File: src/sv/ptpe_pkg.sv
`timescale 1ns / 1ps
`default_nettype none

package ptpe_pkg;

    // Record framing
    localparam int unsigned REC_HDR_LAST   = 15;
    localparam int unsigned ETH_HDR_BYTES  = 14;
    localparam int unsigned MIN_HDR_BYTES  = 20;
    localparam int unsigned MIN_FRAME      = 18;

    // Frame offsets counted from the start of the Ethernet header
    localparam int unsigned OFS_ETYPE_HI   = 12;
    localparam int unsigned OFS_ETYPE_LO   = 13;
    localparam int unsigned OFS_IP_VHL     = 14;
    localparam int unsigned OFS_TOTLEN_HI  = 16;
    localparam int unsigned OFS_TOTLEN_LO  = 17;
    localparam int unsigned OFS_PROTO      = 23;
    localparam int unsigned OFS_DST_FIRST  = 30;
    localparam int unsigned OFS_DST_LAST   = 33;
    localparam int unsigned OFS_TCP_MIN    = 34;

    localparam logic [15:0] ETHERTYPE_IPV4 = 16'h0800;
    localparam logic [7:0]  PROTO_TCP      = 8'd6;
    localparam logic [7:0]  SYN_ACK_FLAGS  = 8'h12;

    // Width of the packed result data, whole bytes
    localparam int unsigned M_TDATA_W      = 80;

    typedef enum logic [2:0] {
        ST_OK       = 3'd0,
        ST_TRUNC    = 3'd1,
        ST_NOT_IPV4 = 3'd2,
        ST_NOT_TCP  = 3'd3,
        ST_BAD_LEN  = 3'd4
    } status_t;

    typedef enum logic [1:0] {
        PH_SEARCH  = 2'd0,
        PH_COLLECT = 2'd1,
        PH_DONE    = 2'd2
    } phase_t;

    typedef struct packed {
        logic        connection_done;
        status_t     record_status;
        logic        record_end;
        logic [31:0] packet_destination;
        logic [31:0] segment_sequence;
        logic        payload_last;
        logic        payload_valid;
        logic [7:0]  payload_byte;
    } result_t;

endpackage

`default_nettype wire

File: src/sv/ptpe_in_stage.sv
`timescale 1ns / 1ps
`default_nettype none

module ptpe_in_stage (
    input  wire logic       aclk,
    input  wire logic       aresetn,
    input  wire logic       s_tvalid,
    output logic            s_tready,
    input  wire logic [7:0] s_tdata,
    input  wire logic       take,
    output logic            byte_valid,
    output logic [7:0]      byte_data
);

    logic       valid_reg;
    logic       valid_next;
    logic [7:0] byte_reg;

    // The register refills in the same cycle its byte moves on.
    assign s_tready   = !valid_reg || take;
    assign valid_next = s_tvalid || (valid_reg && !take);

    always_ff @(posedge aclk) begin
        if (!aresetn) begin
            valid_reg <= 1'b0;
        end else if (s_tready) begin
            valid_reg <= valid_next;
        end
    end

    always_ff @(posedge aclk) begin
        if (s_tvalid && s_tready) begin
            byte_reg <= s_tdata;
        end
    end

    assign byte_valid = valid_reg;
    assign byte_data  = byte_reg;

endmodule

`default_nettype wire

File: src/sv/ptpe_parser.sv
`timescale 1ns / 1ps
`default_nettype none

module ptpe_parser (
    input  wire logic              aclk,
    input  wire logic              aresetn,
    input  wire logic              step,
    input  wire logic [7:0]        in_byte,
    output logic                   res_valid,
    output ptpe_pkg::result_t      res
);

    import ptpe_pkg::*;

    logic        hdr_reg, hdr_next;
    logic [31:0] cnt_reg, cnt_next;
    logic [31:0] cap_reg, cap_next;
    logic [31:0] orig_reg, orig_next;
    logic [7:0]  eth_hi_reg, eth_hi_next;
    logic [5:0]  ihl_reg, ihl_next;
    logic [15:0] tot_reg, tot_next;
    logic [5:0]  thl_reg, thl_next;
    logic [31:0] seq_reg, seq_next;
    logic [31:0] dst_reg, dst_next;
    logic [31:0] rcv_reg, rcv_next;
    phase_t      phase_reg, phase_next;
    status_t     status_reg, status_next;
    logic        keep_reg, keep_next;

    logic        emit;
    logic        last;
    logic        rec_end;
    logic [31:0] t_ofs;
    logic [31:0] pay_end;
    logic [31:0] pay_start;
    logic [15:0] tot_new;
    logic [31:0] orig_full;
    logic [5:0]  thl_new;
    logic        has_payload;
    logic [1:0]  dst_sel;

    // Offsets derived from the captured header lengths.
    assign t_ofs     = 32'(ETH_HDR_BYTES) + 32'(ihl_reg);
    assign pay_end   = 32'(ETH_HDR_BYTES) + 32'(tot_reg);
    assign pay_start = t_ofs + 32'(thl_reg);
    assign tot_new   = {tot_reg[15:8], in_byte};
    assign orig_full = {in_byte, orig_reg[23:0]};
    assign thl_new   = {in_byte[7:4], 2'b00};
    assign has_payload = tot_reg > (16'(ihl_reg) + 16'(thl_reg));
    assign dst_sel   = cnt_reg[1:0] + 2'd2;

    // Next state for one stream byte.
    always_comb begin
        hdr_next    = hdr_reg;
        cnt_next    = cnt_reg + 32'd1;
        cap_next    = cap_reg;
        orig_next   = orig_reg;
        eth_hi_next = eth_hi_reg;
        ihl_next    = ihl_reg;
        tot_next    = tot_reg;
        thl_next    = thl_reg;
        seq_next    = seq_reg;
        dst_next    = dst_reg;
        rcv_next    = rcv_reg;
        phase_next  = phase_reg;
        status_next = status_reg;
        keep_next   = keep_reg;
        emit        = 1'b0;
        last        = 1'b0;
        rec_end     = 1'b0;

        if (hdr_reg) begin
            // Record header: timestamps are skipped, lengths are little-endian.
            if (cnt_reg == 32'd0) begin
                cap_next    = '0;
                orig_next   = '0;
                eth_hi_next = '0;
                ihl_next    = '0;
                tot_next    = '0;
                thl_next    = '0;
                seq_next    = '0;
                dst_next    = '0;
                status_next = ST_OK;
                keep_next   = 1'b0;
            end
            if (cnt_reg[3:2] == 2'b10) begin
                cap_next[{cnt_reg[1:0], 3'b000} +: 8] = in_byte;
            end else if (cnt_reg[3:2] == 2'b11) begin
                orig_next[{cnt_reg[1:0], 3'b000} +: 8] = in_byte;
            end
            if (cnt_reg == 32'(REC_HDR_LAST)) begin
                if (cap_reg != orig_full && status_next == ST_OK) begin
                    status_next = ST_TRUNC;
                end
                if (cap_reg == 32'd0) begin
                    if (status_next == ST_OK) begin
                        status_next = ST_BAD_LEN;
                    end
                    rec_end = 1'b1;
                end else begin
                    hdr_next = 1'b0;
                    cnt_next = 32'd0;
                end
            end
        end else begin
            // Fixed-offset Ethernet and IPv4 fields.
            if (cnt_reg == 32'(OFS_ETYPE_HI)) begin
                eth_hi_next = in_byte;
            end else if (cnt_reg == 32'(OFS_ETYPE_LO)) begin
                if ({eth_hi_reg, in_byte} != ETHERTYPE_IPV4 && status_next == ST_OK) begin
                    status_next = ST_NOT_IPV4;
                end
            end else if (cnt_reg == 32'(OFS_IP_VHL)) begin
                ihl_next = {in_byte[3:0], 2'b00};
                if (ihl_next < 6'(MIN_HDR_BYTES) && status_next == ST_OK) begin
                    status_next = ST_BAD_LEN;
                end
            end else if (cnt_reg == 32'(OFS_TOTLEN_HI)) begin
                tot_next = {in_byte, 8'h00};
            end else if (cnt_reg == 32'(OFS_TOTLEN_LO)) begin
                tot_next = tot_new;
                if ((tot_new < 16'(ihl_reg) + 16'(MIN_HDR_BYTES)
                        || 32'(ETH_HDR_BYTES) + 32'(tot_new) > cap_reg)
                        && status_next == ST_OK) begin
                    status_next = ST_BAD_LEN;
                end
            end else if (cnt_reg == 32'(OFS_PROTO)) begin
                if (in_byte != PROTO_TCP && status_next == ST_OK) begin
                    status_next = ST_NOT_TCP;
                end
            end else if (cnt_reg >= 32'(OFS_DST_FIRST) && cnt_reg <= 32'(OFS_DST_LAST)) begin
                dst_next[{dst_sel, 3'b000} +: 8] = in_byte;
            end

            // TCP header fields and payload, placed after the IPv4 header.
            if (cnt_reg >= 32'(OFS_TCP_MIN)) begin
                if (cnt_reg >= t_ofs + 32'd4 && cnt_reg < t_ofs + 32'd8) begin
                    seq_next = {seq_reg[23:0], in_byte};
                end else if (cnt_reg == t_ofs + 32'd12) begin
                    thl_next = thl_new;
                    if ((thl_new < 6'(MIN_HDR_BYTES)
                            || 16'(ihl_reg) + 16'(thl_new) > tot_reg)
                            && status_next == ST_OK) begin
                        status_next = ST_BAD_LEN;
                    end
                end else if (cnt_reg == t_ofs + 32'd13) begin
                    if (status_reg == ST_OK) begin
                        case (phase_reg)
                            PH_SEARCH: begin
                                if (in_byte == SYN_ACK_FLAGS) begin
                                    rcv_next   = dst_reg;
                                    phase_next = PH_COLLECT;
                                    keep_next  = has_payload;
                                end
                            end
                            PH_COLLECT: begin
                                keep_next = has_payload && (dst_reg == rcv_reg);
                                if (in_byte[0]) begin
                                    phase_next = PH_DONE;
                                end
                            end
                            default: begin
                                keep_next = keep_reg;
                            end
                        endcase
                    end
                end else if (keep_reg && cnt_reg >= pay_start && cnt_reg < pay_end) begin
                    emit = 1'b1;
                    if (cnt_reg + 32'd1 == pay_end) begin
                        last      = 1'b1;
                        keep_next = 1'b0;
                    end
                end
            end

            // Last byte of the captured frame closes the record.
            if (cnt_reg + 32'd1 == cap_reg) begin
                rec_end = 1'b1;
                if (cap_reg < 32'(MIN_FRAME) && status_next == ST_OK) begin
                    status_next = ST_BAD_LEN;
                end
            end
        end

        if (rec_end) begin
            hdr_next  = 1'b1;
            cnt_next  = 32'd0;
            keep_next = 1'b0;
        end
    end

    // Control state.
    always_ff @(posedge aclk) begin
        if (!aresetn) begin
            hdr_reg    <= 1'b1;
            cnt_reg    <= '0;
            cap_reg    <= '0;
            orig_reg   <= '0;
            eth_hi_reg <= '0;
            ihl_reg    <= '0;
            tot_reg    <= '0;
            thl_reg    <= '0;
            seq_reg    <= '0;
            dst_reg    <= '0;
            phase_reg  <= PH_SEARCH;
            status_reg <= ST_OK;
            keep_reg   <= 1'b0;
        end else if (step) begin
            hdr_reg    <= hdr_next;
            cnt_reg    <= cnt_next;
            cap_reg    <= cap_next;
            orig_reg   <= orig_next;
            eth_hi_reg <= eth_hi_next;
            ihl_reg    <= ihl_next;
            tot_reg    <= tot_next;
            thl_reg    <= thl_next;
            seq_reg    <= seq_next;
            dst_reg    <= dst_next;
            phase_reg  <= phase_next;
            status_reg <= status_next;
            keep_reg   <= keep_next;
        end
    end

    // The receiver address is written on the SYN-ACK before any read.
    always_ff @(posedge aclk) begin
        if (step) begin
            rcv_reg <= rcv_next;
        end
    end

    // Result for this byte, built from the updated state.
    always_comb begin
        res.payload_byte       = emit ? in_byte : 8'h00;
        res.payload_valid      = emit;
        res.payload_last       = last;
        res.segment_sequence   = seq_next;
        res.packet_destination = dst_next;
        res.record_end         = rec_end;
        res.record_status      = rec_end ? status_next : ST_OK;
        res.connection_done    = (phase_next != PH_SEARCH) && (phase_next != PH_COLLECT);
    end

    assign res_valid = step && (emit || rec_end);

endmodule

`default_nettype wire

File: src/sv/ptpe_out_stage.sv
`timescale 1ns / 1ps
`default_nettype none

module ptpe_out_stage (
    input  wire logic                          aclk,
    input  wire logic                          aresetn,
    input  wire logic                          res_valid,
    input  wire ptpe_pkg::result_t             res,
    output logic                               out_free,
    output logic                               m_tvalid,
    input  wire logic                          m_tready,
    output logic [ptpe_pkg::M_TDATA_W-1:0]     m_tdata,
    output logic                               m_tuser,
    output logic                               m_tlast
);

    import ptpe_pkg::*;

    logic    valid_reg;
    result_t res_reg;

    // A new result may load when the register is empty or being drained.
    assign out_free = !valid_reg || m_tready;

    always_ff @(posedge aclk) begin
        if (!aresetn) begin
            valid_reg <= 1'b0;
        end else if (out_free) begin
            valid_reg <= res_valid;
        end
    end

    always_ff @(posedge aclk) begin
        if (out_free && res_valid) begin
            res_reg <= res;
        end
    end

    // Pack the result fields onto the stream ports.
    assign m_tvalid = valid_reg;
    assign m_tlast  = res_reg.payload_last;
    assign m_tuser  = res_reg.payload_valid;
    assign m_tdata  = {3'b000,
                       res_reg.connection_done,
                       res_reg.record_status,
                       res_reg.record_end,
                       res_reg.packet_destination,
                       res_reg.segment_sequence,
                       res_reg.payload_byte};

endmodule

`default_nettype wire

File: src/sv/pcap_tcp_payload_extractor_core.sv
`timescale 1ns / 1ps
`default_nettype none

// Channel   Direction  tdata (lowest bit up)                          tuser          tlast
// s_        in         stream_byte[7:0]                               -              -
// m_        out        payload_byte[7:0], segment_sequence[39:8],     payload_valid  payload_last
//                      packet_destination[71:40], record_end[72],
//                      record_status[75:73], connection_done[76], zero pad
//
// One stream byte is taken per cycle while the result side does not stall; an accepted byte
// is held in the input register, parsed when the result register can load, and its result, if any, is registered there.
// The per-byte work is a set of offset compares and field captures in the parser stage.
// Reset is synchronous and active low; it returns the parser to the start of a record
// header and clears the connection state.
// When m_tready is low the result register holds, the input register fills, and
// s_tready then drops until the result is taken.
module pcap_tcp_payload_extractor_core (
    input  wire logic                          aclk,
    input  wire logic                          aresetn,
    input  wire logic                          s_tvalid,
    output logic                               s_tready,
    input  wire logic [7:0]                    s_tdata,   // stream_byte[7:0]
    output logic                               m_tvalid,
    input  wire logic                          m_tready,
    output logic [ptpe_pkg::M_TDATA_W-1:0]     m_tdata,   // see table above
    output logic                               m_tuser,   // payload_valid
    output logic                               m_tlast    // payload_last
);

    import ptpe_pkg::*;

    logic       byte_valid;
    logic [7:0] byte_data;
    logic       out_free;
    logic       take;
    logic       res_valid;
    result_t    res;

    // A byte is parsed when it is held and the result register can load.
    assign take = byte_valid && out_free;

    ptpe_in_stage u_in_stage (
        .aclk       (aclk),
        .aresetn    (aresetn),
        .s_tvalid   (s_tvalid),
        .s_tready   (s_tready),
        .s_tdata    (s_tdata),
        .take       (take),
        .byte_valid (byte_valid),
        .byte_data  (byte_data)
    );

    ptpe_parser u_parser (
        .aclk      (aclk),
        .aresetn   (aresetn),
        .step      (take),
        .in_byte   (byte_data),
        .res_valid (res_valid),
        .res       (res)
    );

    ptpe_out_stage u_out_stage (
        .aclk      (aclk),
        .aresetn   (aresetn),
        .res_valid (res_valid),
        .res       (res),
        .out_free  (out_free),
        .m_tvalid  (m_tvalid),
        .m_tready  (m_tready),
        .m_tdata   (m_tdata),
        .m_tuser   (m_tuser),
        .m_tlast   (m_tlast)
    );

endmodule

`default_nettype wire

File: config.mk
export PLATFORM = sky130hd
export DESIGN_NAME = pcap_tcp_payload_extractor_core
export DESIGN_NICKNAME = d
export VERILOG_FILES = /design/src/sv/ptpe_pkg.sv /design/src/sv/ptpe_in_stage.sv /design/src/sv/ptpe_parser.sv /design/src/sv/ptpe_out_stage.sv /design/src/sv/pcap_tcp_payload_extractor_core.sv
export SDC_FILE = /design/constraint.sdc
export NUM_CORES = 1
export LEC_CHECK = 0
export CAP_MARGIN = 10
export CELL_PAD_IN_SITES_DETAIL_PLACEMENT = 1
export CELL_PAD_IN_SITES_GLOBAL_PLACEMENT = 2
export CORE_UTILIZATION = 41
export DETAILED_ROUTE_END_ITERATION = 12
export DONT_BUFFER_PORTS = 1
export PLACE_DENSITY_LB_ADDON = 0.1
export SETUP_SLACK_MARGIN = 0.5
export SLEW_MARGIN = 5
export SYNTH_ARGS = -nofsm -noshare
export SYNTH_HDL_FRONTEND = slang
export SYNTH_HIERARCHICAL = 1
export SYNTH_SLANG_ARGS = --single-unit
File: constraint.sdc
create_clock -name aclk -period 6 [get_ports aclk]
set_input_delay 1.5 -clock aclk [delete_from_list [all_inputs] [get_ports aclk]]
set_output_delay 1.5 -clock aclk [all_outputs]
set_load 0.02 [all_outputs]
Word-level counts from Yosys, hierarchy flattened:

Cells that the tools add are included.

* bits in registers: 324
* bits of input ports: 12
* output and inout port bits: 84
* word-level logic and storage cells: 257

* add/subtract/negate cells: 15
* $lt $le $gt $ge: 14
* equal/unequal tests: 31
* shift operators: 4
* mux-type cells: 108
* bitwise logic cells: 5
* reduce and logical (&&, ||, !) cells: 54

Operators with widths (number)
* 2-to-1 mux 32 bit: 24
* == test 32 bit: 5
* == test 32 x 4 -> 1 bit (second input constant): 4
* adder 32 x 4 -> 32 bit (second input constant): 3
* bitwise mux 32 bit: 3
* == test 32 x 5 -> 1 bit (second input constant): 3
* 2-to-1 mux 16 bit: 6
* 2-to-1 mux 3 bit: 27
* greater-or-equal comparator 32 bit: 2
* logical NOT 32 bit: 2
* < comparator 32 bit: 2
* variable shift 8 x 7 -> 32 bit (first input constant): 2
* indexed part select 8 x 7 -> 32 bit: 2
* 2-to-1 mux 6 bit: 9
* adder 4 x 16 -> 17 bit (first input constant): 2
* adder 32 x 1 -> 32 bit (second input constant): 1
* adder 32 x 3 -> 32 bit (second input constant): 1
* adder 32 x 6 -> 32 bit: 1
* greater-or-equal comparator 32 x 5 -> 1 bit (second input constant): 1
* greater-or-equal comparator 32 x 6 -> 1 bit (second input constant): 1
* greater-than comparator 16 bit: 2
* greater-than comparator 32 bit: 1
* <= comparator 32 x 6 -> 1 bit (second input constant): 1
* < comparator 32 x 5 -> 1 bit (second input constant): 1
* other kinds (40): 125

Longest topological paths before layout:

Gate-level depths: netlist (run 1).

* depth in word-level cells: 23
* mapped depth: 18
* mapped depth without buffers: 18

By module:

The synthesis (run 1) kept the hierarchy.

By module, submodules not included
* ptpe_parser: instances 1, cells an instance 1936, area each 15708.8 um^2, seq. area each 4784.6 um^2
* ptpe_out_stage: instances 1, cells an instance 88, area each 2456.1 um^2, seq. area each 2392.3 um^2
* ptpe_in_stage: instances 1, cells an instance 13, area each 297.8 um^2, seq. area each 260.2 um^2
* pcap_tcp_payload_extractor_core: instances 1, cells an instance 1, area each 6.3 um^2, seq. area each 0.0 um^2

Worst setup path before layout (run 1):

No wires, ideal clock.

* path type: reg2reg
* from: register u_parser.ihl_reg[2]
* to: register u_out_stage.res_reg, in the netlist u_out_stage/m_tdata[0] (enable)
* setup time: 0.382 ns
* arrival time: 3.819 ns
* required time: 5.618 ns
* slack: 1.799 ns
* stages on the path, launching flop included: 18
* buffers on the path: 0
* period minus slack after synthesis: 4.201 ns
* cells stage by stage: dfxtp_1 -> inv_1 -> ha_1 -> xor2_1 -> inv_1 -> ha_1 -> a21o_1 -> a21oi_1 -> xnor2_1 -> ha_1 -> a21o_1 -> a211oi_1 -> nand2_1 -> nand3_1 -> nor3_1 -> nand4_1 -> a21oi_1 -> and2_4

* cells in the longest elaborated chain, start to end: 14
* elaborated cells between the ends (all ways): 23
* classes of those cells: add/sub (6); order compare (3); eq/ne (2); mux (6); reduce/logical (6)

RTL lines
* start, declared: RTL line ptpe_parser.sv:20 `logic [5:0] ihl_reg, ihl_next;`
* start signal, assigned: RTL line ptpe_parser.sv:214 `ihl_reg <= ihl_next;`
* adder 4 x 6 -> 7 bit (*): RTL line ptpe_parser.sv:43 `assign t_ofs = 32'(ETH_HDR_BYTES) + 32'(ihl_reg);`
* adder 32 x 6 -> 32 bit: RTL line ptpe_parser.sv:45 `assign pay_start = t_ofs + 32'(thl_reg);`
* greater-or-equal comparator 32 bit: RTL line ptpe_parser.sv:167 `end else if (keep_reg && cnt_reg >= pay_start && cnt_reg < pay_end) begin`
* logical AND 1 bit (2 in a row): RTL line ptpe_parser.sv:167
* 2-to-1 mux 1 bit: RTL line ptpe_parser.sv:167
* 2-to-1 mux 1 bit: RTL line ptpe_parser.sv:146 `end else if (cnt_reg == t_ofs + 32'd13) begin`
* 2-to-1 mux 1 bit: RTL line ptpe_parser.sv:139 `end else if (cnt_reg == t_ofs + 32'd12) begin`
* 2-to-1 mux 1 bit (*): RTL line ptpe_parser.sv:137 `if (cnt_reg >= t_ofs + 32'd4 && cnt_reg < t_ofs + 32'd8) begin`
* 2-to-1 mux 1 bit (*): RTL line ptpe_parser.sv:136 `if (cnt_reg >= 32'(OFS_TCP_MIN)) begin`
* 2-to-1 mux 1 bit (*): RTL line ptpe_parser.sv:72 `if (hdr_reg) begin`
* logical OR 1 bit (*): RTL line ptpe_parser.sv:244 `assign res_valid = step && (emit || rec_end);`
* logical AND 1 bit (*): RTL line ptpe_parser.sv:244
* via res_valid: RTL line pcap_tcp_payload_extractor_core.sv:36 `logic res_valid;`
* logical AND 1 bit (*): RTL line ptpe_out_stage.sv:34 `if (out_free && res_valid) begin`
* end signal, assigned: RTL line ptpe_out_stage.sv:35 `res_reg <= res;`
* end, declared: RTL line ptpe_out_stage.sv:20 `result_t res_reg;`

Mark *: on every way through the listed nets, which the timed path passes. The rest lies on a longest branch.
A chain may end at the register's enable or synchronous reset.

Worst setup path after layout (run 1):

* from: register u_parser.cnt_reg[7]
* to: register u_out_stage.res_reg, in the netlist u_out_stage/m_tdata[36] (enable)

* cells in the longest elaborated chain, start to end: 12
* elaborated cells between the ends (all ways): 25
* classes of those cells: add/sub (1); order compare (5); eq/ne (4); mux (9); reduce/logical (6)

RTL lines
* start, declared: RTL line ptpe_parser.sv:16 `logic [31:0] cnt_reg, cnt_next;`
* start signal, assigned: RTL line ptpe_parser.sv:210 `cnt_reg <= cnt_next;`
* greater-or-equal comparator 32 bit: RTL line ptpe_parser.sv:167
* logical AND 1 bit (2 in a row): RTL line ptpe_parser.sv:167
* 2-to-1 mux 1 bit: RTL line ptpe_parser.sv:167
* 2-to-1 mux 1 bit: RTL line ptpe_parser.sv:146
* 2-to-1 mux 1 bit: RTL line ptpe_parser.sv:139
* 2-to-1 mux 1 bit: RTL line ptpe_parser.sv:137
* 2-to-1 mux 1 bit: RTL line ptpe_parser.sv:136
* 2-to-1 mux 1 bit: RTL line ptpe_parser.sv:72
* logical OR 1 bit (*): RTL line ptpe_parser.sv:244
* logical AND 1 bit (*): RTL line ptpe_parser.sv:244
* via res_valid: RTL line pcap_tcp_payload_extractor_core.sv:36
* logical AND 1 bit (*): RTL line ptpe_out_stage.sv:34

Marked as above.

==> results of run 1 <==
-- per-layer routing --
layer / part of all wire / global-route usage / wire length, µm
met5: 0 / 0 / 0
met4: 0.033 / 0.106 / 2290
met3: 0.050 / 0.0384 / 3490
met2: 0.46 / 0.480 / 32000
met1: 0.46 / 0.407 / 31600
-- critical path: stages, from the launching register on --
cell and delay (ns):
dfxtp_1 0.70, nand3_1 0.55, nor4_1 0.70, xnor2_1 0.39
a2111oi_0 0.52, o2111a_1 0.27, nand4_1 0.15, nor2_1 0.19
a21boi_0 0.14, buf_4 0.19, a21oi_1 0.17, and2_4 0.40
buf_4 0.34
-- cell usage in the layout, fill, tap and decap left out, drive strengths merged, types with 60 or more instances in the layout --
cell type  count
nor2         230
dfxtp        193
xnor2        130
edfxtp       119
nand2        118
ha            95
nand3         86
nor3          78
a21oi         77
a22oi         72
nand4         67
inv           61
o21ai         60
-- worst min-delay path by stage --
| stage | from | to | slack [ns] | cells past startpoint |
|---|---|---|---|---|
| finish | u_parser/seq_reg[31] | u_parser/seq_reg[31] | 0.48 | 2 |
| global route | u_parser/seq_reg[11] | u_parser/seq_reg[11] | 0.51 | 2 |
| CTS | u_parser/seq_reg[25] | u_parser/seq_reg[25] | 0.49 | 2 |
| detailed placement | u_parser/seq_reg[25] | u_parser/seq_reg[25] | 0.48 | 2 |
| global placement | u_parser/seq_reg[24] | u_parser/seq_reg[24] | 0.47 | 2 |
| floorplan | u_parser/tot_reg[0] | u_parser/tot_reg[0] | 0.45 | 2 |
-- final cells by class --
class / count / area (µm²)
fillers: 5065 / 24100
clock inverters: 14 / 160
flip-flops and latches: 312 / 7440
well taps: 592 / 741
inverters: 60 / 228
clock buffers: 53 / 1060
repair buffers: 42 / 340
multi-input cells: 1518 / 10200
-- through the flow --
step / setup slack (ns) / cells / hold slack [ns] / utilization
2_1_floorplan: 1.80 / 2040 / 0.449 / -
3_3_place_gp: 1.23 / 2524 / 0.468 / 0.428
3_5_place_dp: 1.05 / 2524 / 0.477 / 0.428
4_1_cts: 1.02 / 2591 / 0.487 / 0.455
5_1_grt: 0.512 / 2591 / 0.513 / 0.455
6_report: 0.937 / 2591 / 0.481 / 0.455
-- power by group through the flow --
stage	Clock [W]	Sequential [W]	Combinational, W
floorplan	0	0.00228	0.000230
global placement	0	0.00228	0.000341
detailed placement	0	0.00229	0.000344
CTS	0.00231	0.00224	0.000347
global route	0.00240	0.00224	0.000372
finish	0.00227	0.00224	0.000349
-- cells by family after synthesis --
group | count (synthesis) | synth area share
DFF | 312 | 0.403
muxes | 25 | 0.0135
buffers and inverters | 210 | 0.0448
other | 1 | 0.000203
xor gates and xnor gates | 168 | 0.0827
and+or+nand+nor | 815 | 0.229
AOI/OAI and AO/OA | 409 | 0.159
adders and majority gates | 98 | 0.0676
==> metrics.md, run 1 <==
| Metric | Value |
|---|---|
| ANT cells | 0 |
| Total routing resource utilization after global routing | 0.297 |
| TritonCTS clock tree | yes |
| Mean instance size in the synthesized netlist | 9.06 µm² |
| Cell types with the largest area share after synthesis | dfxtp_1 (21%), edfxtp_1 (19%), ha_1 (6.4%), xnor2_1 (6.2%), nor2_1 (4.7%) |
| Remaining global-route overflow | 0 |
| CP startpoint | u_parser/cnt_reg[7] |
| First-pass GRT wire length | 105 mm |
| # nets final | around 2,100 |
| Number of vias after detailed routing | approximately 16,000 |
| Worst reg2reg setup slack | 0.94 ns |
| Remaining routing DRC violations | 0 |
| Arrival time at the worst endpoint | about 5.3 ns |
| Clock buffers created by TritonCTS | 37 |
| Area of all placed cells without fillers | between 20,000 and 25,000 µm² |
| RSZ-0062 raised after global routing | false |
| Sequential fraction of the synthesis area | 0.403 |
| Clock-pin slew on the worst setup and hold paths | 0.06 ns |
| Beginning of the worst register-to-register path | u_parser/cnt_reg[7] |
| Number of cells on the worst reg-to-reg path | 12 |
| Comb pwr share | 0.072 |
| Maximum number of pins on one net before global-route repair | 137 |
| Number of global-route vias before repair | 16,341 |
| Post-route fraction of the period consumed by the critical path | 0.844 |
| Critical-path maximum fanout | 24 |
| Share of layout cells above drive strength 1 | 0.0680 |
| WL final | ~69 mm |
| 1st-pass router iterations | 5 |
| Number of flip-flops under the largest register name | 77 |
| Number of buffers between clock root and the deepest sink | 3 |
| Total count of hold-check failures in the final report | 0 |
| Leakage power | 7.18 nW |
| Number of warnings issued by yosys | 6 |
| Tightest slew margin relative to the limit | 0.159 |
| Flop and latch count out of synthesis | 312 |
| WL/cell | 26.8 µm |
| Primary flip-flop cell chosen by synthesis mapping | dfxtp_1 |
| Post-DP Area | ~19,000 µm² |
| Count of maximum capacitance violations | 0 |
| Count of flip-flops with a built-in enable after synthesis | 119 |
| Post-layout total power | 0.00486 W |
| Post-CTS setup buffer count | 0 |
| Placer congestion estimate | 0.960 |
| Starting density of the core | 0.417 |
| Post-CTS resize count | 0 |
| PortBufs | 0 |
| Fraction of registers with async set/reset | 0 |
| Highest clock frequency the design can meet | roughly 200 MHz |
| Synth top area share | 0.209 |
| DR vias/cell | between 6 and 7 |
| Total Die Area | 45,900 µm² |
| Kind of start point of the critical path | register |
| Endpoint of the most critical setup path | u_out_stage/m_tdata[36] |
| Top-count cell post-synth | nor2_1 |
| Antenna violations before repair | 0 |
| Max IR drop VDD | between 0.0002 and 0.00025 V |
| Clock share of power | 0.467 |
| Number of instances in the synthesized netlist | between 2,000 and 2,500 |
| Sinks on the clock net | 312 |
| Number of design-rule violations left by the first detailed-router iteration | 1,254 |
| Run status | completed |
| Cell type contributing the most total cell area after synthesis | dfxtp_1 |
| Post-synthesis cell area | 18,500 µm² |
| Post-synthesis cell type count | 80 |
| Reg-to-reg endpoint | u_out_stage/m_tdata[36] |
| Summed negative setup slack over all endpoints | 0 ns |
| Pint | around 0.0036 W |
| Hold WC Path Type | register to register |
| Detail Route Antenna Nets | 0 |
| Post-CTS Hold Buffers | 0 |
| Switch share | 0.251 |
| Number of setup violations in the final report | 0 |
| Clock Skews | 0.0229 ns |
| Total power density per cell area | about 240 nW/µm² |
| Number of rows in the core area | 77 |
| Final count of pins violating max slew | 0 |
| Y dimension of the die | 214 µm |
| Critical Setup Path Class | register to register |
| Clock latency on the worst-skew pair | ~0.57 ns |
| Critical path data required time | 6.24 ns |
| Area growth from synthesis to layout | 9.28% |
| CORE AREA | 44,300 µm² |
| Leading cell types by count after synthesis | nor2_1 (230), dfxtp_1 (193), xnor2_1 (130) |
| H-tree lvl count | 2 |
| Period minus WS final | 5.06 ns |
| Transition time of the tightest slew-check pin | 1.25 ns |
| Total net switching power | 0.00122 W |
| Placed wire-length estimate | 50.2 mm |
| # IOs | 96 |
| Clock root buffer | clkbuf_16 |
| CP Capture Type | register |
| Fraction of power consumed by sequential logic | 0.461 |
| Die X | 214 µm |
Power figures use the tool's default switching activity.
==> inputs of run 2 (changes only) <==
==> constraint.sdc (replaced) <==
create_clock -name aclk -period 5.3 [get_ports aclk]
set_input_delay 1.325 -clock aclk [delete_from_list [all_inputs] [get_ports aclk]]
set_output_delay 1.325 -clock aclk [all_outputs]
set_load 0.02 [all_outputs]
==> run 2 against run 1 <==
Against the previous run: maximum frequency rose by 11%; sequential power grew 13%; design area increased by 1.2%; total power up 14%; largest power group unchanged.
==> metrics.md, run 2 (synthesis results as in run 1) <==
| Metric | Value |
|---|---|
| Run status | completed |
| Leakage power | 7.35 nW (+2.3%) |
| Starting density of the core | 0.417 (unchanged) |
| Clock root buffer | clkbuf_16 |
| Number of global-route vias before repair | 16,593 (+1.5%) |
| Clock buffers created by TritonCTS | 37 (unchanged) |
| Critical-path maximum fanout | 45 (+88%) |
| Leading cell type in the layout, fill and taps excluded | nor2_1 |
| WL/cell | 26.5 µm (-1.0%) |
| Maximum number of pins on one net before global-route repair | 84 (-39%) |
| Kind of start point of the critical path | register |
| Hold WC Path Type | register to register |
| Placer congestion estimate | 0.980 (+2.1%) |
| Detail Route Antenna Nets | 0 (unchanged) |
| Share of layout cells above drive strength 1 | 0.0837 (+0.0157) |
| Critical Setup Path Class | register to register |
| Worst Hold Margin | 0.482 ns (+0.00105 ns) |
| Beginning of the worst hold path | u_parser/seq_reg[30] |
| Total routing resource utilization after global routing | 0.299 (+0.00183) |
| Number of buffers between clock root and the deepest sink | 3 (unchanged) |
| Number of cells on the worst reg-to-reg path | 13 (+1) |
| Max IR drop VDD | 0.000237 V (+15%) |
| Antenna violations before repair | 2 (+2) |
| Remaining routing DRC violations | 0 (unchanged) |
| Die X | 214 µm (unchanged) |
| Transition time of the tightest slew-check pin | 1.23 ns (-0.0220 ns) |
| Number of setup violations in the final report | 0 (unchanged) |
| Placed wire-length estimate | 50.2 mm (about the same) |
| Tightest slew margin relative to the limit | 0.174 (+0.0148) |
| Count of maximum capacitance violations | 0 (unchanged) |
| WL final | 69.6 mm (+0.26%) |
| # nets final | 2,111 (+1.4%) |
| Final count of pins violating max slew | 0 (unchanged) |
| Arrival time at the worst endpoint | 4.78 ns (-0.52 ns) |
| Post-route fraction of the period consumed by the critical path | 0.857 (+0.0136) |
| Summed negative setup slack over all endpoints | 0 ns (unchanged) |
| PortBufs | 0 (unchanged) |
| First-pass GRT wire length | 106 mm (+1.0%) |
| CP Capture Type | register |
| Area growth from synthesis to layout | 10.6% |
| Period minus WS final | 4.54 ns (-0.518 ns) |
| Clock latency on the worst-skew pair | 0.56 ns (about the same) |
| Clock Skews | 0.0166 ns (-0.00632 ns) |
| CP startpoint | u_parser/cnt_reg[9] |
| RSZ-0062 raised after global routing | false |
| CORE AREA | 44,300 µm² (unchanged) |
| Total power density per cell area | 271 nW/µm² (+12%) |
| 1st-pass router iterations | 4 (-1) |
| Most frequent cells in the layout | nor2_1 (230), dfxtp_1 (191), xnor2_1 (130) |
| Total Die Area | 45,900 µm² (unchanged) |
| Total count of hold-check failures in the final report | 0 (unchanged) |
| H-tree lvl count | 2 (unchanged) |
| Number of vias after detailed routing | 16,396 (+1.4%) |
| Y dimension of the die | 214 µm (unchanged) |
| Filler Cells Inserted | 5,059 (-0.12%) |
| Post-CTS Hold Buffers | 0 (unchanged) |
| TritonCTS clock tree | yes |
| Highest clock frequency the design can meet | 220 MHz (+11%) |
| Clock-pin slew on the worst setup and hold paths | 0.06 ns (about the same) |
| # IOs | 96 (unchanged) |
| Critical path data required time | 5.54 ns (-0.70 ns) |
| Number of rows in the core area | 77 (unchanged) |
| Number of design-rule violations left by the first detailed-router iteration | 1,319 (+5.2%) |
| Beginning of the worst register-to-register path | u_parser/cnt_reg[9] |
| WHS Path Cells | 2 (unchanged) |
| Number of flip-flops under the largest register name | 77 (unchanged) |
| Remaining global-route overflow | 0 (unchanged) |
| DR vias/cell | 6.25 (about the same) |
| Sinks on the clock net | 312 (unchanged) |
[run 2: through the flow]
stage          area [µm²]  total power (W)  worst slack (ns)  instances  utilization
6_report            20400          0.00553             0.755       2624        0.461
5_1_grt             20400          0.00571             0.543       2622        0.461
4_1_cts             20400          0.00558             0.597       2617        0.460
3_5_place_dp        19200          0.00299             0.623       2549        0.432
3_3_place_gp        19200          0.00298             0.732       2549        0.432
2_1_floorplan       18500          0.00284              1.10       2040            -
[run 2: final timing paths]
path,slack [ns],end
worst min register to register,0.48,u_parser/seq_reg[30]
worst max-delay path,0.76,u_out_stage/m_tdata[56]
worst min-delay path,0.48,u_parser/seq_reg[30]
worst max register to register,0.76,u_out_stage/m_tdata[56]
[run 2: area by class of cell]
type                            count  area, µm²  share of cell area
Multi-Input combinational cell   1518      10200               0.501
Sequential cell                   312       7440               0.364
Clock buffer                       49       1020              0.0500
Tap cell                          592        741              0.0363
Timing Repair Buffer               72        566              0.0277
Inverter                           60        228              0.0111
Clock inverter                     19        194             0.00949
Antenna cell                        2       5.00            0.000245
[run 2: what timing repair did]
action,CTS,global route
endpoints found under the setup margin,0,79
setup buffers,0,5
resized for setup,0,5
[run 2: where the power goes]
group          internal [W]  leakage [nW]  switching (W)
combinational      0.000117          4.22       0.000292
clock               0.00152         0.600        0.00107
sequential          0.00251          2.53      0.0000284
total               0.00414          7.35        0.00139
[run 2: critical path: stages, from the launching register on]
cell and delay, ns:
dfxtp_1 0.54, nand3_1 0.12, buf_4 0.20, or4_1 0.63, or3_1 0.41, a211o_1 0.34
nor4b_1 0.46, nand4_1 0.24, nor2_1 0.15, a21boi_0 0.18, buf_4 0.22, a21oi_1 0.17
and2_4 0.27, buf_12 0.26
[run 2: layer usage]
layer | up-vias | global-route usage | wire length [µm] | share of wire
met1 | 8314 | 0.413 | 31900 | 0.46
met2 | 511 | 0.484 | 32100 | 0.46
met3 | 113 | 0.0372 | 3370 | 0.048
li1 | 7456 | - | - | -
met4 | 2 | 0.0986 | 2140 | 0.031
met5 | - | 0 | 7 | 0.00010
==> inputs of run 3 (changes only) <==
--- a/config.mk
+++ b/config.mk
@@ -5,7 +5,6 @@
 export SDC_FILE = /design/constraint.sdc
 export NUM_CORES = 1
 export LEC_CHECK = 0
-export CAP_MARGIN = 10
 export CELL_PAD_IN_SITES_DETAIL_PLACEMENT = 1
 export CELL_PAD_IN_SITES_GLOBAL_PLACEMENT = 2
 export CORE_UTILIZATION = 41
==> constraint.sdc (replaced) <==
create_clock -name aclk -period 5 [get_ports aclk]
set_input_delay 1.25 -clock aclk [delete_from_list [all_inputs] [get_ports aclk]]
set_output_delay 1.25 -clock aclk [all_outputs]
set_load 0.02 [all_outputs]
==> run 3 against run 2 <==
Against the previous run: cell count rose by 0.34%; sequential power rose by 6%; via count grew 0.56%; combinational power rose by 6.6%; design area is 0.47% higher; critical path type unchanged; worst hold slack better by 0.0056 ns; maximum frequency increased by 5.1%.
==> metrics.md, run 3 (synthesis results as in run 1) <==
| Metric | Value |
|---|---|
| Run status | completed |
| Placed wire-length estimate | 51.8 mm (+3.1%) |
| CORE AREA | 44,300 µm² (unchanged) |
| TritonCTS clock tree | yes |
| Leading cell type in the layout, fill and taps excluded | nor2_1 |
| Clock buffers created by TritonCTS | 36 (-2.7%) |
| WL/cell | 27.0 µm (+1.9%) |
| Arrival time at the worst endpoint | 4.56 ns (-0.22 ns) |
| Total count of hold-check failures in the final report | 0 (unchanged) |
| Starting density of the core | 0.417 (unchanged) |
| Tightest slew margin relative to the limit | 0.252 (+0.0782) |
| Number of rows in the core area | 77 (unchanged) |
| Detail Route Antenna Nets | 0 (unchanged) |
| Worst Hold Margin | 0.488 ns (+0.00556 ns) |
| Total Die Area | 45,900 µm² (unchanged) |
| Area of the multi-input gates | 10,300 µm² (+0.37%) |
| Transition time of the tightest slew-check pin | 1.12 ns (-0.108 ns) |
| CP Capture Type | register |
| Sinks on the clock net | 312 (unchanged) |
| Highest clock frequency the design can meet | 231 MHz (+5.1%) |
| Reg-to-reg endpoint | u_out_stage/m_tdata[33] |
| Worst Slack Setup Final | 0.676 ns (-0.0792 ns) |
| Maximum number of pins on one net before global-route repair | 114 (+36%) |
| WL final | 71.1 mm (+2.3%) |
| Area growth from synthesis to layout | 11.2% |
| CP startpoint | u_parser/cnt_reg[8] |
| Die X | 214 µm (unchanged) |
| Total power density per cell area | 279 nW/µm² (+3.0%) |
| Placer congestion estimate | 0.936 (-4.6%) |
| DR vias/cell | 6.26 (+0.22%) |
| Most frequent cells in the layout | nor2_1 (230), dfxtp_1 (190), xnor2_1 (130) |
| Y dimension of the die | 214 µm (unchanged) |
| First-pass GRT wire length | 107 mm (+1.5%) |
| Antenna violations before repair | 1 (-1) |
| Kind of start point of the critical path | register |
| Post-CTS Hold Buffers | 0 (unchanged) |
| PortBufs | 0 (unchanged) |
| Number of vias after detailed routing | 16,488 (+0.56%) |
| Number of global-route vias before repair | 16,632 (+0.24%) |
| Count of maximum capacitance violations | 0 (unchanged) |
| Number of buffers between clock root and the deepest sink | 3 (unchanged) |
| Total routing resource utilization after global routing | 0.304 (+0.00521) |
| Endpoint of the most critical setup path | u_out_stage/m_tdata[33] |
| Remaining routing DRC violations | 0 (unchanged) |
| ANT cells | 0 (-2) |
| WHS Path Cells | 2 (unchanged) |
| Hold WC Path Type | register to register |
| Area of all sequential standard cells | 7440 µm² (about the same) |
| Worst reg2reg setup slack | 0.68 ns (-0.08 ns) |
| Beginning of the worst register-to-register path | u_parser/cnt_reg[8] |
| # nets final | 2,123 (+0.57%) |
| Leakage power | 7.38 nW (+0.49%) |
| # IOs | 96 (unchanged) |
| Number of design-rule violations left by the first detailed-router iteration | 1,235 (-6.4%) |
| Final count of pins violating max slew | 0 (unchanged) |
| Share of layout cells above drive strength 1 | 0.0916 (+0.00788) |
| H-tree lvl count | 2 (unchanged) |
| Number of flip-flops under the largest register name | 77 (unchanged) |
| RSZ-0062 raised after global routing | false |
| Summed negative setup slack over all endpoints | 0 ns (unchanged) |
| Period minus WS final | 4.32 ns (-0.221 ns) |
| Number of setup violations in the final report | 0 (unchanged) |
| Number of cells on the worst reg-to-reg path | 11 (-2) |
| Clock root buffer | clkbuf_16 |
| Clock latency on the worst-skew pair | 0.56 ns (about the same) |
| Worst-case setup slack after placement | 0.286 ns (-0.337 ns) |
| Critical Setup Path Class | register to register |
| Critical-path maximum fanout | 23 (-49%) |
| Max IR drop VDD | 0.000224 V (-5.6%) |
| Clock Skews | 0.0228 ns (+0.00626 ns) |
| Remaining global-route overflow | 0 (unchanged) |
| Filler Cells Inserted | 5,088 (+0.57%) |
| Post-route fraction of the period consumed by the critical path | 0.865 (+0.00729) |
| 1st-pass router iterations | 5 (+1) |
| Critical path data required time | 5.24 ns (-0.30 ns) |
| Clock-pin slew on the worst setup and hold paths | 0.06 ns (about the same) |
==> run 3: what timing repair did <==
action	CTS	global route
setup buffers	0	10
pin swaps	0	3
gates cloned	0	1
gates resized for setup	7	12
endpoints found under the setup margin	73	79
==> run 3: area by class of cell <==
cell class,count,share of cell area
timing repair buffer,85,0.0345
tap,592,0.0361
clock inverter,18,0.00865
sequential,312,0.363
clock buffer,48,0.0466
multi-input combinational,1518,0.501
inverter,60,0.0111
==> run 3: power breakdown <==
group / internal, W / total [W] / switching (W) / leakage, nW
Sequential: 0.00266 / 0.00269 / 0.0000294 / 2.53
Clock: 0.00147 / 0.00260 / 0.00113 / 0.548
Combinational: 0.000124 / 0.000436 / 0.000312 / 4.31
==> run 3: worst max-delay path, stage by stage (launching register included) <==
cell and delay, ns:
dfxtp_1 0.56, nand3_2 0.32, or4_1 0.63, or3_1 0.39, a211o_1 0.31, nor4b_1 0.35, nand4_1 0.23, nor2_1 0.15
a21boi_0 0.25, a21oi_2 0.27, and2_4 0.29, buf_8 0.23
==> run 3: layer usage <==
metal	up-vias	part of all wire	track usage
met5	-	0	0
met4	0	0.033	0.109
met3	128	0.052	0.0411
met2	524	0.47	0.500
met1	8369	0.44	0.408
li1	7467	-	-
==> run 3: worst min path at each step <==
stage | from | endpoint
2_1_floorplan | u_parser/tot_reg[0] | u_parser/tot_reg[0]
3_3_place_gp | u_parser/seq_reg[25] | u_parser/seq_reg[25]
3_5_place_dp | u_parser/seq_reg[27] | u_parser/seq_reg[27]
4_1_cts | u_parser/seq_reg[27] | u_parser/seq_reg[27]
5_1_grt | u_parser/seq_reg[30] | u_parser/seq_reg[30]
6_report | u_parser/seq_reg[26] | u_parser/seq_reg[26]
==> run 3: stage by stage <==
| step | power, W | area, µm² | cells | util |
|---|---|---|---|---|
| 2_1_floorplan | 0.00301 | 18500 | 2040 | - |
| 3_3_place_gp | 0.00316 | 19200 | 2556 | 0.434 |
| 3_5_place_dp | 0.00317 | 19200 | 2556 | 0.434 |
| 4_1_cts | 0.00578 | 20400 | 2622 | 0.460 |
| 5_1_grt | 0.00591 | 20500 | 2633 | 0.463 |
| 6_report | 0.00572 | 20500 | 2633 | 0.463 |
